`src/rtl/core/xsb_pkg.sv`:
```
`timescale 1ns / 1ps
// Shared types and constants for the X-Trans superpixel binning block.
// Used by xsb_pos, xsb_acc and xtrans_superpixel_bin; depends on nothing.
package xsb_pkg;

  localparam int PIXEL_BITS      = 16;
  localparam int MAX_SUPER_WIDTH = 2048;
  localparam int IDX_W           = (MAX_SUPER_WIDTH > 1) ? $clog2(MAX_SUPER_WIDTH) : 1;

  localparam int WIDTH_W  = 13;
  localparam int HEIGHT_W = 14;
  localparam int CFG_W    = 14;
  localparam int SUM_W    = 21;
  localparam int SX_W     = 12;

  // Configuration register indexes
  localparam logic REG_IMAGE_WIDTH  = 1'b0;
  localparam logic REG_IMAGE_HEIGHT = 1'b1;

  localparam logic [WIDTH_W-1:0]  WIDTH_RESET  = WIDTH_W'(6144);
  localparam logic [HEIGHT_W-1:0] HEIGHT_RESET = HEIGHT_W'(4096);

  // Position of one sample inside the frame, as the accumulator needs it
  typedef struct packed {
    logic             in_range;
    logic             frame_last;
    logic [1:0]       bcol;
    logic [1:0]       brow;
    logic [IDX_W-1:0] idx;
  } pos_info_t;

endpackage

```
`src/rtl/core/xsb_pos.sv`:
```
`timescale 1ns / 1ps
// Raster position tracker: column/row counters with block phase and block index.
// Depends on xsb_pkg.
module xsb_pos (
  input  logic                         clk,
  input  logic                         rst,
  input  logic                         take,
  input  logic [xsb_pkg::WIDTH_W-1:0]  image_width,
  input  logic [xsb_pkg::HEIGHT_W-1:0] image_height,
  output xsb_pkg::pos_info_t           info
);

  logic [xsb_pkg::WIDTH_W-1:0]  col;
  logic [xsb_pkg::WIDTH_W-1:0]  col_next;
  logic [1:0]                   bcol;
  logic [1:0]                   bcol_next;
  logic [xsb_pkg::SX_W-1:0]     sx;
  logic [xsb_pkg::SX_W-1:0]     sx_next;
  logic [xsb_pkg::HEIGHT_W-1:0] row;
  logic [xsb_pkg::HEIGHT_W-1:0] row_next;
  logic [1:0]                   brow;
  logic [1:0]                   brow_next;

  logic [xsb_pkg::WIDTH_W+1:0]  col_blk_end;
  logic [xsb_pkg::HEIGHT_W+1:0] row_blk_end;
  logic                         col_ok;
  logic                         row_ok;
  logic                         col_wrap;
  logic                         row_wrap;

  // Last column/row of the current 3x3 block; a block is kept when it fits
  assign col_blk_end = (xsb_pkg::WIDTH_W+2)'(col) - (xsb_pkg::WIDTH_W+2)'(bcol)
                       + (xsb_pkg::WIDTH_W+2)'(2);
  assign row_blk_end = (xsb_pkg::HEIGHT_W+2)'(row) - (xsb_pkg::HEIGHT_W+2)'(brow)
                       + (xsb_pkg::HEIGHT_W+2)'(2);
  assign col_ok = col_blk_end < (xsb_pkg::WIDTH_W+2)'(image_width);
  assign row_ok = row_blk_end < (xsb_pkg::HEIGHT_W+2)'(image_height);

  always_comb begin
    info.in_range   = col_ok && row_ok;
    info.frame_last = (col_blk_end + (xsb_pkg::WIDTH_W+2)'(3)
                       >= (xsb_pkg::WIDTH_W+2)'(image_width))
                   && (row_blk_end + (xsb_pkg::HEIGHT_W+2)'(3)
                       >= (xsb_pkg::HEIGHT_W+2)'(image_height));
    info.bcol       = bcol;
    info.brow       = brow;
    info.idx        = xsb_pkg::IDX_W'(sx);
  end

  assign col_wrap = (xsb_pkg::WIDTH_W+1)'(col) + (xsb_pkg::WIDTH_W+1)'(1)
                    >= (xsb_pkg::WIDTH_W+1)'(image_width);
  assign row_wrap = (xsb_pkg::HEIGHT_W+1)'(row) + (xsb_pkg::HEIGHT_W+1)'(1)
                    >= (xsb_pkg::HEIGHT_W+1)'(image_height);

  always_comb begin
    col_next  = col;
    bcol_next = bcol;
    sx_next   = sx;
    row_next  = row;
    brow_next = brow;
    if (col_wrap) begin
      col_next  = '0;
      bcol_next = '0;
      sx_next   = '0;
      if (row_wrap) begin
        row_next  = '0;
        brow_next = '0;
      end else begin
        row_next  = row + xsb_pkg::HEIGHT_W'(1);
        brow_next = (brow == 2'd2) ? 2'd0 : brow + 2'd1;
      end
    end else begin
      col_next = col + xsb_pkg::WIDTH_W'(1);
      if (bcol == 2'd2) begin
        bcol_next = 2'd0;
        sx_next   = sx + xsb_pkg::SX_W'(1);
      end else begin
        bcol_next = bcol + 2'd1;
      end
    end
  end

  always_ff @(posedge clk) begin
    if (rst) begin
      col  <= '0;
      bcol <= '0;
      sx   <= '0;
      row  <= '0;
      brow <= '0;
    end else if (take) begin
      col  <= col_next;
      bcol <= bcol_next;
      sx   <= sx_next;
      row  <= row_next;
      brow <= brow_next;
    end
  end

endmodule

```
`config.mk`:
```
export PLATFORM = sky130hd
export DESIGN_NAME = xsb_pos
export DESIGN_NICKNAME = d
export VERILOG_FILES = /design/src/rtl/core/xsb_pkg.sv /design/src/rtl/core/xsb_pos.sv
export SDC_FILE = /design/constraint.sdc
export NUM_CORES = 1
export LEC_CHECK = 0
export BUFFER_PORTS_ARGS = -buffer_cell sky130_fd_sc_hd__buf_4
export CAP_MARGIN = 15
export CORE_AREA = 8 8 116 198
export DETAILED_ROUTE_END_ITERATION = 16
export DIE_AREA = 0 0 124 206
export PLACE_DENSITY = 0.56
export SLEW_MARGIN = 20
export SYNTH_ARGS = -nofsm -noshare
export SYNTH_HDL_FRONTEND = slang
export SYNTH_SLANG_ARGS = --single-unit
```
`constraint.sdc`:
```
create_clock -name clk -period 4 [get_ports clk]
set_input_delay 0 -clock clk [delete_from_list [all_inputs] [get_ports clk]]
set_output_delay 0 -clock clk [all_outputs]
set_load 0.005 [all_outputs]
```
==> qor.yml, run 1 <==
rrSetupSlack_ns: 0.34
violations: "setup timing"
drt_iter0_drc: 208
netSwitchingPower_mw: 0.4057
crit_path_start_kind: "register"
routed-via-count: 5949
dp_hpwl_um: 14540
fin_crit_ns: 4.341
port_buffers: 46
cp.required_ns: 4.00
ys.flop_type: "dfxtp_1"
rows: 69
nFillCells: 2145
vdd_drop_max_mv: 0.1455
wl_um: 17100
status: "finished, violations left"
antenna_found_initial: 0
fmax_mhz: 230.4
coreArea_mm2: 0.02020
drv_slew: 0
syn_area_mm2: 0.005968
die-area_mm2: 0.02554
holdPathStages: 2
path_class: "reg2out"
synth-edff-count: 0
syn-num-nets: 907
rsz0062_at_grt: "true"
reg2reg_to: "row[8]"
hold_viol: 0
area_growth_pct: 32.39
cts_tree: "yes"
grt_usage_pct: 13.32
sw_frac_of_total_pct: 29.96
htreeDepth: 2
clock_sink_count: 42
io_pins: 47
fin_skew_ns: 0.004648
grt_pass1_vias: 5851
post-route-drc-count: 0
cts-root-buf: "clkbuf_16"
endpoint_kind: "output port"
grt_max_degree: 30
power_density_mw_per_mm2: 171.4
yosysWarnings: 0
p_comb_share_pct: 34.7
finalCritPeriodShare_pct: 108.5
ant_nets: 0
fin_total_pwr_mw: 1.354
cts_made_buffers: 5
worstMarginPinSlew_ns: 0.6470
layout_common_cells: "buf_4 (169), ha_1 (93), nor2_1 (59)"
whs_ns: 0.05887
holdPathEnd: "bcol[0]"
r2r_start: "row[1]"
grt.overflow.total: 0
final.setup.tns_ns: -0.5276
hold_class: "in2reg"
seq_area_frac_synth_pct: 14.09
power.internal_mw: 0.9486
synth_area_leaders: "ha_1 (20%), dfxtp_1 (14%), xnor2_1 (5.9%)"
instances_no_fill: 1172
drive_above_1_share_pct: 26.95
crit_fanout: 5
hp-start: "rst"
cp_data_arrival_time_ns: 4.34
first_pass_iters: 4
setup_viol: 2
start_util_pct: 29.54
finalNetCount: 1052
slew_headroom_pct: 56.71
seqPwrFrac_pct: 31.3
dp_slack_ns: -0.1044
grt_pass1_wl_um: 27600
layout_commonest_cell: "buf_4"
die_w_um: 124
clockBufferDepth: 2
syn_area_per_cell_um2: 7.671
wire_per_inst_um: 14.59
synth_top_cell_by_area: "ha_1"
synth-seq-cells: 42
placed_cells: 1157
die_h_um: 206
rr_worst_depth: 19
async_flop_share_pct: 0
power.leakage_nw: 3.797
insertion_delay_ns: 0.28
synth_cell_types: 71
antennaDiodeCount: 0
netlist_instances: 778
p_clk_share_pct: 34.0
gp_congestion: 0.8220
drv_cap: 0
path_clk_slew_ns: 0.06
vias_per_cell: 5.076
netlist.area_leader.share_pct: 20.34
layout_setup_ws_ns: -0.3407
worst max path at each step:
| stage | slack, ns | startpoint | to |
|---|---|---|---|
| final | -0.34 | row[0] | info[15] |
| after global routing | -0.59 | row[0] | info[15] |
| after global placement | -0.09 | row[0] | info[15] |
| after CTS | -0.33 | row[0] | info[15] |
| after detailed placement | -0.10 | brow[1] | info[15] |
| after floorplan | 0.005 | brow[1] | info[15] |
state kept, by name, summed over array words and instances (netlist names):
signal	cells
col	13
row	14
bcol	2
sx	11
brow	2
routing by layer:
layer	track usage, %	share of wire, %
met1	12.33	35
met3	1.121	1.4
met5	0	0
met4	5.767	3.9
met2	27.73	60
final cells by class:
class | instances | area (um^2) | area share (%)
Clock buffer | 5 | 125.1 | 1.584
Clock inverter | 3 | 40.04 | 0.5067
Inverter | 49 | 183.9 | 2.328
Multi-Input combinational cell | 652 | 5074 | 64.21
Sequential cell | 42 | 845.8 | 10.70
Tap cell | 248 | 310.3 | 3.927
Timing Repair Buffer | 173 | 1323 | 16.74
critical path, cell delays in order, from the launching register on:
cell	delay, ns
dfxtp_2	0.32
inv_2	0.07
ha_4	0.13
inv_2	0.03
fa_2	0.40
or4_4	0.48
buf_4	0.17
a211oi_2	0.19
a2111oi_2	0.08
o21bai_1	0.23
buf_4	0.15
nor2_1	0.04
and3_1	0.21
buf_4	0.14
xor2_1	0.13
ha_1	0.18
a21o_1	0.15
a21oi_1	0.14
nor2b_1	0.06
o21ai_1	0.11
nand2b_1	0.07
a21oi_1	0.15
o31ai_1	0.10
a21oi_1	0.14
a21oi_1	0.06
buf_4	0.14
synth_stat cells, drive strengths merged (11+ instances only):
cell     n
xnor2   42
nand2   55
o21ai   50
a21o    15
nor2    61
clkbuf  25
xor2    39
ha      97
nand3   24
nor3    19
nor4    12
nor2b   16
dfxtp   42
inv     49
a21oi   44
o21a    11
and3    15
timing repair:
item / 4_1_cts / 5_1_grt
gates cloned: 0 / 0
setup endpoints to repair: 2 / 27
pin swaps: 5 / 9
buffers inserted: 2 / 5
resized for setup: 13 / 52
hold buffers: 0 / 0
cell families (layout without fill, tap and decap cells):
family | Yosys count | in the layout | share of synthesized area, %
adders and majority gates | 99 | 99 | 21.01
AOI/OAI and AO/OA | 198 | 198 | 22.39
xor gates and xnor gates | 81 | 81 | 12.33
and+or+nand+nor | 271 | 271 | 24.21
buffers and inverters | 84 | 230 | 5.472
DFF | 42 | 42 | 14.09
muxes | 3 | 3 | 0.5032
stage by stage:
| stage | area [um^2] | util, % |
|---|---|---|
| 6_report | 7901 | 39.11 |
| 5_1_grt | 7901 | 39.11 |
| 4_1_cts | 7634 | 37.79 |
| 3_5_place_dp | 7401 | 36.63 |
| 3_3_place_gp | 7401 | 36.63 |
| 2_1_floorplan | 5972 | - |
power groups by stage:
stage | clock, mW | sequential [mW] | combinational, mW
detailed placement | 0 | 0.433 | 0.462
finish | 0.461 | 0.424 | 0.469
global route | 0.492 | 0.424 | 0.539
global placement | 0 | 0.433 | 0.454
floorplan | 0 | 0.436 | 0.286
CTS | 0.478 | 0.424 | 0.465
Note: power is estimated with default switching activity, not from simulation.
==> run 2: changes to the inputs <==
MAX_ROUTING_LAYER = met4   (was unset)
==> qor.yml, run 2 (same netlist as run 1, synthesis figures left out) <==
layout_setup_ws_ns: -0.3388  # +0.001833 ns
status: "finished, violations left"
r2r_start: "row[1]"
dp_hpwl_um: 14540  # unchanged
placed_cells: 1157  # unchanged
vias_per_cell: 5.069  # -0.13%
critical_path.slowest_cell: "or4_4"
cp.required_ns: 4.00  # about the same
hold_viol: 0  # unchanged
nFillCells: 2145  # unchanged
grt_util_met1_pct: 12.37  # +0.033 points
ctsHoldBuffers: 0  # unchanged
power.internal_mw: 0.9486  # about the same
netSwitchingPower_mw: 0.4048  # -0.23%
cts_made_buffers: 5  # unchanged
hold_class: "in2reg"
rows: 69  # unchanged
drt_iter0_drc: 197  # -5.3%
crit_path_start_kind: "register"
endpoint_kind: "output port"
cp_data_arrival_time_ns: 4.34  # about the same
rsz0062_at_grt: "true"
sw_frac_of_total_pct: 29.91  # -0.048 points
htreeDepth: 2  # unchanged
drive_above_1_share_pct: 26.95  # unchanged
max_stage_delay_ns: 0.48  # about the same
fin_skew_ns: 0.004868  # +0.0002202 ns
critPathTopFamily: "compound AO/OA/AOI/OAI gates"
slew_headroom_pct: 56.61  # -0.095 points
insertion_delay_ns: 0.28  # about the same
post-route-drc-count: 0  # unchanged
drv_slew: 0  # unchanged
first_pass_iters: 4  # unchanged
p_clk_share_pct: 34.0  # about the same
grt_use_met2_pct: 27.71  # about the same
use_met3_pct: 1.121  # unchanged
layout_common_cells: "buf_4 (169), ha_1 (93), nor2_1 (59)"
antenna_found_initial: 0  # unchanged
hp-start: "rst"
clockBufferDepth: 2  # unchanged
seqPwrFrac_pct: 31.3  # about the same
reg2reg_to: "row[8]"
wire_per_inst_um: 14.60  # about the same
die-area_mm2: 0.02554  # unchanged
crit_fanout: 5  # unchanged
power.leakage_nw: 3.797  # unchanged
grt.overflow.total: 0  # unchanged
cts-root-buf: "clkbuf_16"
instances_no_fill: 1172  # unchanged
grt_usage_pct: 13.69  # +0.38 points
io_pins: 47  # unchanged
vdd_drop_max_mv: 0.1455  # about the same
top_usage_layer: "met2"
antennaDiodeCount: 0  # unchanged
rrSetupSlack_ns: 0.35  # about the same
clock_sink_count: 42  # unchanged
path_clk_slew_ns: 0.06  # about the same
coreArea_mm2: 0.02020  # unchanged
largest_registers: "row (14), col (13), sx (11)"
drv_cap: 0  # unchanged
power_density_mw_per_mm2: 171.3  # about the same
finalCritPeriodShare_pct: 108.5  # about the same
grt_pass1_wl_um: 27600  # unchanged
grt_max_degree: 30  # unchanged
port_buffers: 46  # unchanged
fmax_mhz: 230.5  # about the same
start_util_pct: 29.54  # unchanged
wl_um: 17110  # about the same
setup_viol: 2  # unchanged
area_growth_pct: 32.39  # unchanged
path_class: "reg2out"
layout_commonest_cell: "buf_4"
path_buf_inv: 6  # unchanged
cts_tree: "yes"
whs_ns: 0.06026  # +0.001387 ns
grt_pass1_vias: 5851  # unchanged
final.setup.tns_ns: -0.5246  # +0.003068 ns
holdPathStages: 2  # unchanged
p_comb_share_pct: 34.7  # about the same
holdPathEnd: "bcol[0]"
gp_congestion: 0.8343  # +1.5%
largest_reg_flops: 14  # unchanged
regMostFlops: "row"
rr_worst_depth: 19  # unchanged
finalNetCount: 1052  # unchanged
ant_nets: 0  # unchanged
routed-via-count: 5941  # -0.13%
violations: "setup timing"
die_h_um: 206  # unchanged
worst-path-stages: 25  # unchanged
fin_crit_ns: 4.339  # -0.001833 ns
worstMarginPinSlew_ns: 0.6484  # +0.001414 ns
die_w_um: 124  # unchanged
run 2: cell counts in the layout (fill, tap and decap cells not counted):
Identical to the previous run, type by type.
run 2: per-stage QoR:
step	power, mW	util [%]	instance area (um^2)	worst slack (ns)
final	1.353	39.11	7901	-0.3388
after global routing	1.457	39.11	7901	-0.5867
after CTS	1.367	37.79	7634	-0.3274
after detailed placement	0.8952	36.63	7401	-0.1044
after global placement	0.8872	36.63	7401	-0.09117
after floorplan	0.7225	-	5972	0.004572
run 2: routing by layer:
| layer | part of all wire [%] | vias up |
|---|---|---|
| met5 | 0 | - |
| met4 | 3.9 | 0 |
| met3 | 1.4 | 21 |
| met2 | 60 | 60 |
| met1 | 35 | 2769 |
| li1 | - | 3091 |
run 2: worst max-delay path by stage:
stage / from / to / slack, ns
after floorplan: brow[1] / info[15] / 0.005
after global placement: row[0] / info[15] / -0.09
after detailed placement: brow[1] / info[15] / -0.10
after CTS: row[0] / info[15] / -0.33
after global routing: row[0] / info[15] / -0.59
final: row[0] / info[15] / -0.34
run 2: layout make-up:
cell class / count / area, um^2 / share of cell area, %
clock inverter: 3 / 40.04 / 0.5067
inverter: 49 / 183.9 / 2.328
timing repair buffer: 173 / 1323 / 16.74
tap: 248 / 310.3 / 3.927
sequential: 42 / 845.8 / 10.70
clock buffer: 5 / 125.1 / 1.584
multi-input combinational: 652 / 5074 / 64.21
run 2: what timing repair did:
item	4_1_cts	5_1_grt
setup endpoints to repair	2	27
setup buffers	2	5
gates cloned	0	0
gates resized for setup	13	52
pin swaps	5	9
run 2: power groups by stage:
stage / clock network, mW / logic [mW] / registers (mW)
2_1_floorplan: 0 / 0.286 / 0.436
3_3_place_gp: 0 / 0.454 / 0.433
3_5_place_dp: 0 / 0.462 / 0.433
4_1_cts: 0.478 / 0.465 / 0.424
5_1_grt: 0.493 / 0.539 / 0.424
6_report: 0.460 / 0.469 / 0.424
==> run 3: changes to the inputs <==
CORE_AREA = 8 8 129 178   (was 8 8 116 198)
DIE_AREA = 0 0 137 186   (was 0 0 124 206)
==> qor.yml, run 3 (same netlist as run 1, synthesis figures left out) <==
status: "finished, violations left"
violations: "setup timing"
rr_worst_depth: 16  # -3
slew_headroom_pct: 58.58  # +2.0 points
layout_commonest_cell: "buf_4"
grt_usage_pct: 12.84  # -0.85 points
power.leakage_nw: 3.709  # -2.3%
antenna_found_initial: 0  # unchanged
ctsHoldBuffers: 0  # unchanged
drive_above_1_share_pct: 27.13  # +0.19 points
path_class: "reg2out"
die_w_um: 137  # +10%
cp_data_arrival_time_ns: 4.45  # +0.11 ns
fin_skew_ns: 0.006631  # +0.001764 ns
ant_nets: 0  # unchanged
crit_path_start_kind: "register"
worst-path-stages: 22  # -12%
antennaDiodeCount: 0  # unchanged
hold_class: "in2reg"
dp_slack_ns: -0.2032  # -0.09882 ns
path_clk_slew_ns: 0.06  # about the same
crit_top_cell: "a21oi_2"
reg2reg_to: "sx[9]"
max_stage_delay_ns: 0.55  # +0.07 ns
coreArea_mm2: 0.02032  # +0.61%
p_clk_share_pct: 34.3  # +0.3 points
fin_total_pwr_mw: 1.320  # -2.5%
wl_um: 16010  # -6.4%
cts_tree: "yes"
instances_no_fill: 1170  # -0.17%
clockBufferDepth: 2  # unchanged
fmax_mhz: 224.7  # -2.5%
finalNetCount: 1042  # -0.95%
path_buf_inv: 3  # -3
largest_reg_flops: 14  # unchanged
cp.required_ns: 4.00  # about the same
placed_cells: 1156  # -0.086%
grt_pass1_wl_um: 26430  # -4.2%
netSwitchingPower_mw: 0.3832  # -5.3%
io_pins: 47  # unchanged
critPathTopFamily: "compound AO/OA/AOI/OAI gates"
r2r_start: "col[0]"
wire_per_inst_um: 13.68  # -6.3%
rrSetupSlack_ns: 0.28  # -0.07 ns
regMostFlops: "row"
grt_pass1_vias: 5711  # -2.4%
cts_made_buffers: 5  # unchanged
power_density_mw_per_mm2: 168.2  # -1.8%
setup_viol: 2  # unchanged
layout_setup_ws_ns: -0.4497  # -0.1108 ns
clock_sink_count: 42  # unchanged
port_buffers: 46  # unchanged
gp_congestion: 0.8377  # +0.41%
first_pass_iters: 4  # unchanged
seqPwrFrac_pct: 32.2  # +0.9 points
post-route-drc-count: 0  # unchanged
crit_fanout: 5  # unchanged
sw_frac_of_total_pct: 29.03  # -0.88 points
drv_cap: 0  # unchanged
vdd_drop_max_mv: 0.1256  # -14%
finalCritPeriodShare_pct: 111.2  # +2.8 points
holdPathStages: 2  # unchanged
grt_max_degree: 30  # unchanged
cts-root-buf: "clkbuf_16"
drv_slew: 0  # unchanged
hp-start: "rst"
vias_per_cell: 4.982  # -1.7%
p_comb_share_pct: 33.6  # -1.1 points
utilization_pct: 38.62  # -0.49 points
routed-via-count: 5829  # -1.9%
area_growth_pct: 31.51
largest_registers: "row (14), col (13), sx (11)"
endpoint_kind: "output port"
rsz0062_at_grt: "true"
final.setup.tns_ns: -0.6358  # -0.1112 ns
insertion_delay_ns: 0.28  # about the same
power.internal_mw: 0.9367  # -1.3%
hold_viol: 0  # unchanged
start_util_pct: 29.36  # -0.18 points
path_cells: "inv_2 > ha_4 > inv_2 > fa_2 > or4_4 > a22o_1 > o311a_1 > or3_1 > and2_4 > nand3_1 > xnor2_1 > ha_1 > a21o_1 > a21oi_2 > nor2b_1 > o21ai_1 > nand2b_1 > a21oi_2 > o31ai_2 > a21oi_2 > a21oi_2 > buf_4"
drt_iter0_drc: 181  # -8.1%
layout_common_cells: "buf_4 (158), ha_1 (91), nor2_1 (58)"
fin_crit_ns: 4.450  # +0.1108 ns
grt.overflow.total: 0  # unchanged
rows: 62  # -10%
die-area_mm2: 0.02548  # -0.24%
holdPathEnd: "bcol[0]"
htreeDepth: 2  # unchanged
worstMarginPinSlew_ns: 0.6190  # -0.02944 ns
dp_hpwl_um: 13440  # -7.5%
critical_path.slowest_cell: "or4_4"
nFillCells: 2133  # -0.56%
die_h_um: 186  # -9.7%
-- run 3: layout make-up --
type	count	area [um^2]	area share, %
flip-flops and latches	42	847.1	10.79
clock inverters	1	30.03	0.3826
repair buffers	163	1251	15.94
multi-input cells	652	5084	64.77
inverters	49	183.9	2.343
clock buffers	7	132.6	1.690
well taps	256	320.3	4.081
-- run 3: per-stage QoR --
step | hold slack, ns | cell area, um^2
2_1_floorplan | 0.2620 | 5972
3_3_place_gp | 0.3528 | 7343
3_5_place_dp | 0.3564 | 7343
4_1_cts | 0.05961 | 7677
5_1_grt | 0.06286 | 7849
6_report | 0.06056 | 7849
-- run 3: power groups by stage --
stage          Sequential [mW]  Combinational [mW]  Clock (mW)
2_1_floorplan            0.436               0.286           0
3_3_place_gp             0.434               0.427           0
3_5_place_dp             0.434               0.433           0
4_1_cts                  0.425               0.452       0.468
5_1_grt                  0.425               0.509       0.494
6_report                 0.425               0.443       0.452
-- run 3: timing repair --
| item | in CTS | in global routing |
|---|---|---|
| gates resized for setup | 37 | 37 |
| endpoints found under the setup margin | 2 | 6 |
| setup buffers | 5 | 3 |
| pin swaps | 17 | 25 |
-- run 3: per-layer routing --
metal / vias up / routed length, um / share of wire, % / track usage [%]
li1: 3082 / - / - / -
met1: 2660 / 6364 / 40 / 13.21
met2: 60 / 8898 / 56 / 24.83
met3: 27 / 271 / 1.7 / 0.9724
met4: 0 / 472 / 2.9 / 4.316
met5: - / 0 / 0 / -
-- run 3: how the worst max path moves through the flow --
stage                     slack, ns    start  endpoint
after detailed placement      -0.20   row[0]  info[15]
after floorplan               0.005  brow[1]  info[15]
after CTS                     -0.43  brow[1]  info[15]
after global placement        -0.14   row[0]  info[15]
after global routing          -0.68   row[0]  info[15]
final                         -0.45   row[0]  info[15]
